--- src/oadc_pkg.sv ---
// Shared types, constants and calibration tables for the obstacle-avoid drive controller.
// No dependencies; the ctrl, dpath and top files use this package by scoped names.
`timescale 1ns / 1ps
package oadc_pkg;

	localparam int TABLE_LEN_DEF = 19;
	localparam int TAB_CAP       = 32;
	localparam int TAB_IDX_W     = 5;
	localparam int CFG_IDX_W     = 3;
	localparam int CFG_DATA_W    = 16;

	// register indexes on the config port
	localparam logic [CFG_IDX_W-1:0] REG_SET_DIST   = 3'd0;
	localparam logic [CFG_IDX_W-1:0] REG_DRIVE_DUTY = 3'd1;
	localparam logic [CFG_IDX_W-1:0] REG_RIGHT_TURN = 3'd2;
	localparam logic [CFG_IDX_W-1:0] REG_LEFT_TURN  = 3'd3;
	localparam logic [CFG_IDX_W-1:0] REG_TICK_WRAP  = 3'd4;

	// reset values
	localparam logic [7:0]  RST_SET_DIST   = 8'd20;
	localparam logic [6:0]  RST_DRIVE_DUTY = 7'd90;
	localparam logic [15:0] RST_RIGHT_TURN = 16'd150;
	localparam logic [15:0] RST_LEFT_TURN  = 16'd160;
	localparam logic [7:0]  RST_TICK_WRAP  = 8'd10;
	localparam logic [6:0]  RST_DISTANCE   = 7'd10;
	localparam logic [6:0]  DUTY_MAX       = 7'd100;
	localparam logic [6:0]  DIST_MAX       = 7'd127;
	localparam logic [8:0]  DIST_BASE      = 9'd10;
	localparam logic [8:0]  DIST_STEP      = 9'd5;

	typedef enum logic [2:0] {
		MODE_CHECK       = 3'd0,
		MODE_FORWARD     = 3'd1,
		MODE_AWAIT_SIDE  = 3'd2,
		MODE_PIVOT_RIGHT = 3'd3,
		MODE_PIVOT_LEFT  = 3'd4
	} mode_t;

	typedef enum logic [1:0] {
		CH_FRONT = 2'd0,
		CH_RIGHT = 2'd1,
		CH_LEFT  = 2'd2
	} chan_t;

	typedef enum logic [1:0] {
		S_IDLE   = 2'd0,
		S_WALK   = 2'd1,
		S_COMMIT = 2'd2
	} state_t;

	typedef struct packed {
		logic capture;
		logic walk_step;
		logic commit;
	} ctrl_cmd_t;

	typedef struct packed {
		logic need_walk;
		logic walk_done;
		logic out_free;
	} dp_stat_t;

	localparam logic [7:0] CAL_FRONT [TAB_CAP] = '{
		8'd127, 8'd91, 8'd71, 8'd59, 8'd49, 8'd44, 8'd39, 8'd36,
		8'd33,  8'd30, 8'd28, 8'd27, 8'd24, 8'd23, 8'd22, 8'd21,
		8'd21,  8'd19, 8'd20, 8'd0,  8'd0,  8'd0,  8'd0,  8'd0,
		8'd0,   8'd0,  8'd0,  8'd0,  8'd0,  8'd0,  8'd0,  8'd0
	};

	localparam logic [7:0] CAL_RIGHT [TAB_CAP] = '{
		8'd123, 8'd86, 8'd67, 8'd54, 8'd46, 8'd42, 8'd39, 8'd38,
		8'd37,  8'd38, 8'd34, 8'd34, 8'd36, 8'd39, 8'd41, 8'd37,
		8'd39,  8'd42, 8'd42, 8'd0,  8'd0,  8'd0,  8'd0,  8'd0,
		8'd0,   8'd0,  8'd0,  8'd0,  8'd0,  8'd0,  8'd0,  8'd0
	};

	localparam logic [7:0] CAL_LEFT [TAB_CAP] = '{
		8'd126, 8'd89, 8'd69, 8'd55, 8'd46, 8'd41, 8'd36, 8'd32,
		8'd30,  8'd27, 8'd24, 8'd23, 8'd21, 8'd19, 8'd19, 8'd18,
		8'd17,  8'd16, 8'd15, 8'd0,  8'd0,  8'd0,  8'd0,  8'd0,
		8'd0,   8'd0,  8'd0,  8'd0,  8'd0,  8'd0,  8'd0,  8'd0
	};

	function automatic logic [7:0] cal_entry(input chan_t side,
			input logic [TAB_IDX_W-1:0] idx);
		logic [7:0] e;
		case (side)
			CH_RIGHT: e = CAL_RIGHT[idx];
			CH_LEFT:  e = CAL_LEFT[idx];
			default:  e = CAL_FRONT[idx];
		endcase
		return e;
	endfunction

endpackage

--- src/oadc_in_if.sv ---
// Input channel: sensor sample or timer tick request, valid/ready handshake.
// Depends on nothing.
`timescale 1ns / 1ps
interface oadc_in_if;
	logic       valid;
	logic       ready;
	logic       action;
	logic [7:0] sample;

	modport source(output valid, action, sample, input ready);
	modport sink(input valid, action, sample, output ready);
endinterface

--- src/oadc_out_if.sv ---
// Output channel: drive status result, valid/ready handshake.
// Depends on nothing.
`timescale 1ns / 1ps
interface oadc_out_if;
	logic       valid;
	logic       ready;
	logic [6:0] left_duty_pct;
	logic [6:0] right_duty_pct;
	logic [1:0] next_channel;
	logic [6:0] distance_cm;
	logic [2:0] mode;
	logic       rotating;

	modport source(output valid, left_duty_pct, right_duty_pct, next_channel,
		distance_cm, mode, rotating, input ready);
	modport sink(input valid, left_duty_pct, right_duty_pct, next_channel,
		distance_cm, mode, rotating, output ready);
endinterface

--- src/oadc_ctrl.sv ---
// Sequencer for the drive controller: accept, table walk, commit.
// Depends on oadc_pkg.
`timescale 1ns / 1ps
module oadc_ctrl (
	input  logic                 clk,
	input  logic                 arst_n,
	input  logic                 in_valid,
	output logic                 in_ready,
	input  oadc_pkg::dp_stat_t   stat,
	output oadc_pkg::ctrl_cmd_t  cmd
);

	oadc_pkg::state_t state_q, state_n;

	always_ff @(posedge clk or negedge arst_n) begin
		if (!arst_n) begin
			state_q <= oadc_pkg::S_IDLE;
		end else begin
			state_q <= state_n;
		end
	end

	always_comb begin
		state_n  = state_q;
		cmd      = '0;
		in_ready = 1'b0;
		case (state_q)
			oadc_pkg::S_IDLE: begin
				in_ready = 1'b1;
				if (in_valid) begin
					cmd.capture = 1'b1;
					state_n     = oadc_pkg::S_WALK;
				end
			end
			oadc_pkg::S_WALK: begin
				if (!stat.need_walk) begin
					state_n = oadc_pkg::S_COMMIT;
				end else begin
					cmd.walk_step = 1'b1;
					if (stat.walk_done)
						state_n = oadc_pkg::S_COMMIT;
				end
			end
			oadc_pkg::S_COMMIT: begin
				// wait for the output register to free up
				if (stat.out_free) begin
					cmd.commit = 1'b1;
					state_n    = oadc_pkg::S_IDLE;
				end
			end
			default: begin
				state_n = oadc_pkg::S_IDLE;
			end
		endcase
	end

endmodule

--- src/oadc_dpath.sv ---
// Datapath: config registers, drive state, calibration walk and output register.
// Depends on oadc_pkg, oadc_out_if.
`timescale 1ns / 1ps
module oadc_dpath #(
	parameter int TABLE_LEN = oadc_pkg::TABLE_LEN_DEF
) (
	input  logic                                 clk,
	input  logic                                 arst_n,
	input  logic                                 cfg_wen,
	input  logic [oadc_pkg::CFG_IDX_W-1:0]       cfg_index,
	input  logic [oadc_pkg::CFG_DATA_W-1:0]      cfg_data,
	input  logic                                 in_action,
	input  logic [7:0]                           in_sample,
	input  oadc_pkg::ctrl_cmd_t                  cmd,
	output oadc_pkg::dp_stat_t                   stat,
	oadc_out_if.source                           result
);

	localparam int KW = $clog2(TABLE_LEN + 1);
	localparam int IW = oadc_pkg::TAB_IDX_W;

	// config
	logic [7:0]  set_dist_q;
	logic [6:0]  duty_cfg_q;
	logic [15:0] rturn_q;
	logic [15:0] lturn_q;
	logic [7:0]  wrap_q;

	// drive state
	oadc_pkg::mode_t mode_q, mode_n;
	logic        prefer_left_q, prefer_n;
	logic [7:0]  tick_q, tick_n;
	logic [15:0] hund_q, hund_n;
	logic [6:0]  last_dist_q, last_n;

	// request and walk
	logic          action_q;
	logic [7:0]    sample_q;
	logic [KW-1:0] k_q;

	// output register
	logic        out_valid_q;
	logic [6:0]  out_ld_q, out_rd_q, out_dist_q;
	logic [1:0]  out_ch_q;
	logic [2:0]  out_mode_q;
	logic        out_rot_q;

	logic            pivot;
	oadc_pkg::chan_t side;
	logic [IW-1:0]   idx;
	logic [7:0]      entry;
	logic            hit;
	logic [8:0]      dist_w;
	logic [6:0]      dist_cm;
	logic            dist_clear;
	logic [6:0]      duty;
	logic [15:0]     pivot_len, side_len, hund_inc;
	logic [6:0]      ld_n, rd_n;
	logic [1:0]      ch_n;

	always_ff @(posedge clk or negedge arst_n) begin
		if (!arst_n) begin
			set_dist_q <= oadc_pkg::RST_SET_DIST;
			duty_cfg_q <= oadc_pkg::RST_DRIVE_DUTY;
			rturn_q    <= oadc_pkg::RST_RIGHT_TURN;
			lturn_q    <= oadc_pkg::RST_LEFT_TURN;
			wrap_q     <= oadc_pkg::RST_TICK_WRAP;
		end else if (cfg_wen) begin
			case (cfg_index)
				oadc_pkg::REG_SET_DIST:   set_dist_q <= cfg_data[7:0];
				oadc_pkg::REG_DRIVE_DUTY: duty_cfg_q <= cfg_data[6:0];
				oadc_pkg::REG_RIGHT_TURN: rturn_q    <= cfg_data;
				oadc_pkg::REG_LEFT_TURN:  lturn_q    <= cfg_data;
				oadc_pkg::REG_TICK_WRAP:  wrap_q     <= cfg_data[7:0];
				default: ;
			endcase
		end
	end

	assign pivot = (mode_q == oadc_pkg::MODE_PIVOT_RIGHT) ||
		(mode_q == oadc_pkg::MODE_PIVOT_LEFT);

	// calibration walk, one entry per cycle
	always_comb begin
		if (mode_q != oadc_pkg::MODE_AWAIT_SIDE)
			side = oadc_pkg::CH_FRONT;
		else if (prefer_left_q)
			side = oadc_pkg::CH_LEFT;
		else
			side = oadc_pkg::CH_RIGHT;
	end
	assign idx   = IW'(k_q);
	assign entry = oadc_pkg::cal_entry(side, idx);
	assign hit   = sample_q >= entry;

	assign stat.need_walk = !action_q && !pivot;
	assign stat.walk_done = hit || (k_q == KW'(TABLE_LEN - 1));
	assign stat.out_free  = !out_valid_q || result.ready;

	always_ff @(posedge clk or negedge arst_n) begin
		if (!arst_n) begin
			action_q <= 1'b0;
			sample_q <= '0;
			k_q      <= '0;
		end else if (cmd.capture) begin
			action_q <= in_action;
			sample_q <= in_sample;
			k_q      <= '0;
		end else if (cmd.walk_step && !hit) begin
			// miss on the last entry leaves k at TABLE_LEN
			k_q <= k_q + KW'(1);
		end
	end

	// distance = 10 + 5k, clipped at 127
	assign dist_w     = oadc_pkg::DIST_BASE + 9'(k_q) * oadc_pkg::DIST_STEP;
	assign dist_cm    = (dist_w > 9'(oadc_pkg::DIST_MAX)) ? oadc_pkg::DIST_MAX : dist_w[6:0];
	assign dist_clear = {1'b0, dist_cm} > set_dist_q;

	assign duty      = (duty_cfg_q > oadc_pkg::DUTY_MAX) ? oadc_pkg::DUTY_MAX : duty_cfg_q;
	assign pivot_len = (mode_q == oadc_pkg::MODE_PIVOT_RIGHT) ? rturn_q : lturn_q;
	assign side_len  = prefer_left_q ? lturn_q : rturn_q;
	assign hund_inc  = (tick_q < wrap_q) ? hund_q : hund_q + 16'd1;

	always_comb begin
		mode_n   = mode_q;
		prefer_n = prefer_left_q;
		tick_n   = tick_q;
		hund_n   = hund_q;
		last_n   = last_dist_q;
		if (action_q) begin
			if (pivot) begin
				tick_n = (tick_q < wrap_q) ? tick_q + 8'd1 : 8'd0;
				if (hund_inc >= pivot_len) begin
					hund_n = '0;
					mode_n = oadc_pkg::MODE_CHECK;
				end else begin
					hund_n = hund_inc;
				end
			end
		end else if (!pivot) begin
			last_n = dist_cm;
			if (mode_q == oadc_pkg::MODE_AWAIT_SIDE) begin
				prefer_n = !prefer_left_q;
				if (dist_clear) begin
					hund_n = '0;
					if (side_len == 16'd0)
						mode_n = oadc_pkg::MODE_CHECK;
					else if (prefer_left_q)
						mode_n = oadc_pkg::MODE_PIVOT_LEFT;
					else
						mode_n = oadc_pkg::MODE_PIVOT_RIGHT;
				end else begin
					mode_n = oadc_pkg::MODE_CHECK;
				end
			end else if (dist_clear) begin
				mode_n = oadc_pkg::MODE_FORWARD;
			end else if (mode_q == oadc_pkg::MODE_FORWARD) begin
				mode_n = oadc_pkg::MODE_CHECK;
			end else begin
				mode_n = oadc_pkg::MODE_AWAIT_SIDE;
			end
		end
	end

	always_comb begin
		ld_n = '0;
		rd_n = '0;
		ch_n = oadc_pkg::CH_FRONT;
		case (mode_n)
			oadc_pkg::MODE_FORWARD: begin
				ld_n = duty;
				rd_n = duty;
			end
			oadc_pkg::MODE_AWAIT_SIDE: begin
				ch_n = prefer_n ? oadc_pkg::CH_LEFT : oadc_pkg::CH_RIGHT;
			end
			oadc_pkg::MODE_PIVOT_RIGHT: ld_n = duty;
			oadc_pkg::MODE_PIVOT_LEFT:  rd_n = duty;
			default: ;
		endcase
	end

	always_ff @(posedge clk or negedge arst_n) begin
		if (!arst_n) begin
			mode_q        <= oadc_pkg::MODE_CHECK;
			prefer_left_q <= 1'b0;
			tick_q        <= '0;
			hund_q        <= '0;
			last_dist_q   <= oadc_pkg::RST_DISTANCE;
		end else if (cmd.commit) begin
			mode_q        <= mode_n;
			prefer_left_q <= prefer_n;
			tick_q        <= tick_n;
			hund_q        <= hund_n;
			last_dist_q   <= last_n;
		end
	end

	always_ff @(posedge clk or negedge arst_n) begin
		if (!arst_n) begin
			out_valid_q <= 1'b0;
		end else if (cmd.commit) begin
			out_valid_q <= 1'b1;
		end else if (result.ready) begin
			out_valid_q <= 1'b0;
		end
	end

	always_ff @(posedge clk) begin
		if (cmd.commit) begin
			out_ld_q   <= ld_n;
			out_rd_q   <= rd_n;
			out_ch_q   <= ch_n;
			out_dist_q <= last_n;
			out_mode_q <= mode_n;
			out_rot_q  <= (mode_n == oadc_pkg::MODE_PIVOT_RIGHT) ||
				(mode_n == oadc_pkg::MODE_PIVOT_LEFT);
		end
	end

	assign result.valid          = out_valid_q;
	assign result.left_duty_pct  = out_ld_q;
	assign result.right_duty_pct = out_rd_q;
	assign result.next_channel   = out_ch_q;
	assign result.distance_cm    = out_dist_q;
	assign result.mode           = out_mode_q;
	assign result.rotating       = out_rot_q;

endmodule

--- src/obstacle_avoid_drive_controller.sv ---
// Top level of the obstacle-avoid drive controller: sequencer plus datapath.
// Depends on oadc_pkg, oadc_in_if, oadc_out_if, oadc_ctrl, oadc_dpath.
`timescale 1ns / 1ps
// Each request on the sensor channel is either a range sample (action 0) from the
// channel named by the last result's next_channel, or a timer tick (action 1), and
// yields exactly one status result. A sample is turned into a distance by walking
// the front, right or left calibration table one entry per cycle until the sample
// is not below the entry (10 cm + 5 cm per entry passed, TABLE_LEN entries at most).
// The block handles one request at a time: a request is accepted only while the
// sequencer is idle. An accepted sample that needs the walk steps through the table
// in the walk state; ticks and samples taken during a pivot pass through that state
// without a step. The commit state then updates the drive state and loads the output
// register once it is free, and the sequencer returns to idle, so no new request is
// taken before the last one is committed. A finished result sits in an
// output register, so the next request is accepted while it waits to be taken;
// only a second result backs up behind an untaken one. Config writes (set
// distance, drive duty, right and left pivot length, tick wrap) are taken on any
// cycle with cfg_wen high and should be done while the block is idle.
module obstacle_avoid_drive_controller #(
	parameter int TABLE_LEN = oadc_pkg::TABLE_LEN_DEF
) (
	input  logic                            clk,
	input  logic                            arst_n,
	oadc_in_if.sink                         sensor,
	oadc_out_if.source                      result,
	input  logic                            cfg_wen,
	input  logic [oadc_pkg::CFG_IDX_W-1:0]  cfg_index,
	input  logic [oadc_pkg::CFG_DATA_W-1:0] cfg_data
);

	oadc_pkg::ctrl_cmd_t cmd;
	oadc_pkg::dp_stat_t  stat;

	// sequencer: idle -> walk table -> commit when output slot free
	oadc_ctrl u_ctrl (
		.clk      (clk),
		.arst_n   (arst_n),
		.in_valid (sensor.valid),
		.in_ready (sensor.ready),
		.stat     (stat),
		.cmd      (cmd)
	);

	// registers, calibration lookup, mode update and output register
	oadc_dpath #(
		.TABLE_LEN (TABLE_LEN)
	) u_dpath (
		.clk       (clk),
		.arst_n    (arst_n),
		.cfg_wen   (cfg_wen),
		.cfg_index (cfg_index),
		.cfg_data  (cfg_data),
		.in_action (sensor.action),
		.in_sample (sensor.sample),
		.cmd       (cmd),
		.stat      (stat),
		.result    (result)
	);

`ifndef SYNTH
	// one request in flight: ready drops right after an accept
	a_one_in_flight: assert property (@(posedge clk) disable iff (!arst_n)
		sensor.valid && sensor.ready |=> !sensor.ready)
		else $error("request accepted while another is in flight");

	// rotating flag agrees with the pivot modes
	a_rot_mode: assert property (@(posedge clk) disable iff (!arst_n)
		result.valid |-> (result.rotating ==
		((result.mode == oadc_pkg::MODE_PIVOT_RIGHT) ||
		(result.mode == oadc_pkg::MODE_PIVOT_LEFT))))
		else $error("rotating flag disagrees with mode");

	// a pivot drives one wheel only
	a_pivot_one_wheel: assert property (@(posedge clk) disable iff (!arst_n)
		result.valid && result.rotating |->
		(result.left_duty_pct == 7'd0) || (result.right_duty_pct == 7'd0))
		else $error("both wheels driven during a pivot");

	// side channel is only requested while awaiting a side sample
	a_side_chan: assert property (@(posedge clk) disable iff (!arst_n)
		result.valid && (result.next_channel != oadc_pkg::CH_FRONT) |->
		(result.mode == oadc_pkg::MODE_AWAIT_SIDE))
		else $error("side channel requested outside await mode");
`endif

endmodule
--- src/flat_wrapper.sv ---
// flat-port wrapper written by rule: the top's interface ports become plain ports
module obstacle_avoid_drive_controller_flat 
#(
	parameter int TABLE_LEN = oadc_pkg::TABLE_LEN_DEF
)
  (clk, arst_n, cfg_wen, cfg_index, cfg_data, sensor_valid, sensor_action, sensor_sample, sensor_ready, result_valid, result_left_duty_pct, result_right_duty_pct, result_next_channel, result_distance_cm, result_mode, result_rotating, result_ready);
  oadc_in_if sensor_i ();
  oadc_out_if result_i ();
  input  logic clk;
  input  logic arst_n;
  input  logic cfg_wen;
  input  logic [oadc_pkg::CFG_IDX_W-1:0] cfg_index;
  input  logic [oadc_pkg::CFG_DATA_W-1:0] cfg_data;
  input wire logic [$bits(sensor_i.valid)-1:0] sensor_valid;
  input wire logic [$bits(sensor_i.action)-1:0] sensor_action;
  input wire logic [$bits(sensor_i.sample)-1:0] sensor_sample;
  output wire logic [$bits(sensor_i.ready)-1:0] sensor_ready;
  output wire logic [$bits(result_i.valid)-1:0] result_valid;
  output wire logic [$bits(result_i.left_duty_pct)-1:0] result_left_duty_pct;
  output wire logic [$bits(result_i.right_duty_pct)-1:0] result_right_duty_pct;
  output wire logic [$bits(result_i.next_channel)-1:0] result_next_channel;
  output wire logic [$bits(result_i.distance_cm)-1:0] result_distance_cm;
  output wire logic [$bits(result_i.mode)-1:0] result_mode;
  output wire logic [$bits(result_i.rotating)-1:0] result_rotating;
  input wire logic [$bits(result_i.ready)-1:0] result_ready;
  assign sensor_i.valid = sensor_valid;
  assign sensor_i.action = sensor_action;
  assign sensor_i.sample = sensor_sample;
  assign sensor_ready = sensor_i.ready;
  assign result_valid = result_i.valid;
  assign result_left_duty_pct = result_i.left_duty_pct;
  assign result_right_duty_pct = result_i.right_duty_pct;
  assign result_next_channel = result_i.next_channel;
  assign result_distance_cm = result_i.distance_cm;
  assign result_mode = result_i.mode;
  assign result_rotating = result_i.rotating;
  assign result_i.ready = result_ready;
  obstacle_avoid_drive_controller #(.TABLE_LEN(TABLE_LEN)) u_core (.clk(clk), .arst_n(arst_n), .sensor(sensor_i), .result(result_i), .cfg_wen(cfg_wen), .cfg_index(cfg_index), .cfg_data(cfg_data));
endmodule
--- config.mk ---
export PLATFORM = sky130hd
export DESIGN_NAME = obstacle_avoid_drive_controller_flat
export DESIGN_NICKNAME = d
export VERILOG_FILES = /design/src/oadc_pkg.sv /design/src/oadc_in_if.sv /design/src/oadc_out_if.sv /design/src/oadc_ctrl.sv /design/src/oadc_dpath.sv /design/src/obstacle_avoid_drive_controller.sv /design/src/flat_wrapper.sv
export SDC_FILE = /design/constraint.sdc
export NUM_CORES = 1
export LEC_CHECK = 0
export BUFFER_PORTS_ARGS = -buffer_cell sky130_fd_sc_hd__buf_2
export CORE_UTILIZATION = 50
export CTS_BUF_LIST = sky130_fd_sc_hd__clkbuf_4
export DETAILED_ROUTE_END_ITERATION = 12
export GPL_TIMING_DRIVEN = 0
export PLACE_DENSITY_LB_ADDON = 0.25
export SLEW_MARGIN = 20
export SYNTH_ARGS = -nofsm -noshare
export SYNTH_HDL_FRONTEND = slang
export SYNTH_SLANG_ARGS = --single-unit
export TNS_END_PERCENT = 100
--- constraint.sdc ---
create_clock -name clk -period 6.5 [get_ports clk]
set_clock_uncertainty 0.2 [all_clocks]
set_input_delay 0.975 -clock clk [delete_from_list [all_inputs] [get_ports clk]]
set_output_delay 0.975 -clock clk [all_outputs]
set_load 0.02 [all_outputs]
==> metrics.md <==
| Metric | Value |
|---|---|
| Worst Path Buf+Inv | 4 |
| Gate Count Post-Synth | 797 |
| Kind of critical path | reg -> reg |
| Slowest cell on crit path | nor3b_1 |
| Clock sink total | 134 |
| Final nets | a little under 1000 |
| CTS tree | yes |
| Postcts setup bufs | 0 |
| Synthesized area per cell | 9.95 um2 |
| Post-Syn Nets | 889 |
| CTS buffer count | 17 |
| Synth unique cells | 72 |
| Pre-antenna DRT Iters | 4 |
| Post-route DRC | 0 |
| Top-area cell type share of the netlist area | 0.287 |
| Via density | 5.60 |
| Data arrival time of the worst path | 5.88 ns |
| Detailed Route Iter0 Violations | around 330 |
| Worst path depth | 22 |
| WP data required | 6.60 ns |
| Initial Utilization | 0.518 |
| Slew Viols, Final | 0 |
| Fraction of layout cells with a size suffix above 1 | 0.210 |
| Maximum clock frequency | 173 MHz |
| Register bit count reported by yosys | around 130 |
| Top post-synthesis cells by area | dfrtp_1, edfxtp_1, ha_1 |
| DR WL/cell | 16.1 um |
| Vias in the first global route | between 6000 and 7000 |
| Most frequent cells in the layout | nand2_1, dfrtp_1, buf_2 |
| Post-detail-place hpwl | approximately 13 mm |
| Final hold vios | 0 |
| DIE AREA | ~0.016 mm2 |
| Async SR Flop Fraction | 0.799 |
| Area growth from synthesis to layout | 12.4% |
| Commonest non-fill, non-tap cell in the layout | nand2_1 |
| Worst Setup Start Kind | register |
| RSZ-0062 raised after global routing | false |
| Largest net degree at the start of global routing | 61 |
| # setup viols final | 0 |
| Max incr delay on CP | 0.46 ns |
| Met3 WL post-DR | 599 um |
| Die Wd | between 100 and 150 um |
| Cell mode on critical path | ha_1 |
| R2R cell count | 22 |
| Total global-route track usage | 0.237 |
| Clk Latency, worst-skew pair | 0.56 ns |
| Top Ports | 62 |
| Critical path peak fanout | 11 |
| H-tree depth | 4 |
| Via count | 6180 |
| Crit share post-route | 0.890 |
| Layout fillers | 1406 |
| Max-cap violations | 0 |
| Mapped Area | roughly 0.008 mm2 |
| Initial antenna violation count | 1 |
| Clock Path Buffers | 2 |
| Design Area, Final | 0.00892 mm2 |
| Rows | between 40 and 50 |
| Final WL | 17.8 mm |
| Power per standard cell area | between 300 and 400 mW/mm2 |
| Peak VDD IR | between 0.15 and 0.2 mV |
| Height of the die | 128 um |
| Top Metal Used | met4 |
| First-pass GRT wire length | 30.2 mm |
| Outcome | finished, final reports clean |
| Leak Pwr | 0.00398 uW |
| Worst-Margin Slew | 0.926 ns |
| Clock root cell | clkbuf_4 |
| Gr ovfl total | 0 |
| Post-synth top flop | dfrtp_1 |
| Relative slew slack | 0.374 |
| Worst hold path type | in -> async |
| Met2 wire length | 8.78 mm |
| Worst Setup End Kind | register |
| Tmin final | 5.78 ns |
| Number of synthesized flops with an enable pin | 27 |
| Post-cts hold buffer count | 0 |
| Met1 wire length | 8.02 mm |
| Sequential area share after synthesis | 0.442 |
| Post_cts resized | 0 |
| Crit path max-delay family | simple AND/OR/NAND/NOR gates |
| I/O Buffers | 61 |
| Antenna-violating nets left | 0 |
| Yosys warns | 0 |
| CORE AREA | about 0.015 mm2 |
| Critical path, cell by cell | clkbuf_1 -> inv_1 -> clkbuf_1 -> ha_1 -> ha_1 -> ha_1 -> a21oi_1 -> nor2b_1 -> o21ai_0 -> nor3b_1 -> a31oi_1 -> nor2b_1 -> inv_1 -> ha_1 -> nand4b_1 -> nor2_1 -> or3_4 -> a21oi_2 -> a21oi_2 -> a311oi_4 -> xor2_2 -> nor3_1 |
| Area after DPL | between 0.008 and 0.009 mm2 |
| Clock transition at path regs | 0.13 ns |
| Synth area leader | dfrtp_1 |
| Setup_tns | 0 ns |
| Gp weighted congestion | 0.881 |
==> per-stage QoR <==
stage	power [uW]	setup WS (ns)	utilization	hold WS, ns	std cells
after global routing	3430	0.266	0.582	0.122	1104
after global placement	2490	0.814	0.555	0.263	1069
final	3200	0.717	0.582	0.128	1104
after floorplan	2180	1.55	-	0.251	797
after CTS	3220	0.724	0.582	0.118	1103
after detailed placement	2530	0.775	0.559	0.273	1071
==> registers in the layout, summed over array words and instances, names as in the netlist, 7 cells and up <==
signal / cells
u_core.u_dpath.duty_cfg_q: 7
u_core.u_dpath.hund_q: 16
u_core.u_dpath.last_dist_q: 7
u_core.u_dpath.lturn_q: 16
u_core.u_dpath.result.distance_cm: 7
u_core.u_dpath.result.left_duty_pct: 7
u_core.u_dpath.result.right_duty_pct: 7
u_core.u_dpath.rturn_q: 16
u_core.u_dpath.sample_q: 8
u_core.u_dpath.set_dist_q: 8
u_core.u_dpath.tick_q: 8
u_core.u_dpath.wrap_q: 8
==> final timing paths <==
kind	from	end	slack, ns
max	u_core.u_dpath.idx[2]	u_core.u_dpath.result.right_duty_pct[0]	0.72
min	arst_n	u_core.u_dpath.tick_q[7]	0.13
max reg2reg	u_core.u_dpath.idx[2]	u_core.u_dpath.result.right_duty_pct[0]	0.72
min reg2reg	u_core.u_dpath.last_dist_q[1]	u_core.u_dpath.last_dist_q[1]	0.29
max in group asynchronous	arst_n	u_core.u_dpath.rturn_q[4]	5.28
min in group clk	u_core.u_dpath.last_dist_q[1]	u_core.u_dpath.last_dist_q[1]	0.29
==> layout make-up <==
cell class | count | area [um2] | share of cell area
multi-input combinational | 586 | 4130 | 0.463
antenna | 1 | 2.50 | 0.000281
buffer | 34 | 135 | 0.0152
clock buffer | 18 | 135 | 0.0152
timing repair buffer | 63 | 359 | 0.0403
tap | 211 | 264 | 0.0296
sequential | 134 | 3510 | 0.393
clock inverter | 14 | 221 | 0.0248
inverter | 43 | 161 | 0.0181
==> cell families (layout without fill, tap and decap cells) <==
kind of cell             after synthesis  count (layout)  synth area share
XOR/XNOR                              23              23            0.0263
other                                  0               1                 0
multiplexers                          72              72             0.100
buffers and inverters                 77             172            0.0372
flip-flops                           134             134             0.442
AND/OR/NAND/NOR                      258             258             0.158
AO/OA/AOI/OAI                        174             174             0.142
adder cells (fa/ha/maj)               59              59            0.0940
==> power breakdown <==
group	total [uW]	internal, uW	switching, uW	leakage (uW)
Clock	691	353	337	0.000192
Combinational	1250	515	732	0.00222
Sequential	1260	1120	139	0.00157
==> per-layer routing <==
| layer | vias up | GRT usage |
|---|---|---|
| met5 | - | 0 |
| met3 | 28 | 0.0467 |
| met4 | 0 | 0.0754 |
| met1 | 2983 | 0.308 |
| li1 | 3044 | - |
| met2 | 125 | 0.399 |
==> Yosys cell counts, drive strengths merged (3+ instances only) <==
cell and instances:
ha 58, edfxtp 27, clkbuf 25, inv 42
buf 9, mux2 50, nor2b 11, o31ai 5
o31a 3, and2 3, nand2b 17, a21oi 36
xor2 4, nor2 53, a211o 3, a21boi 3
a211oi 4, nor3 13, o21ai 59, a21o 9
nand4 9, nand3 20, nor4bb 3, a31oi 23
nor4 10, and3 11, dfstp 16, mux2i 21
xnor2 19, nand2 96, dfrtp 91, o22ai 6
Note: power is estimated with default switching activity, not from simulation.
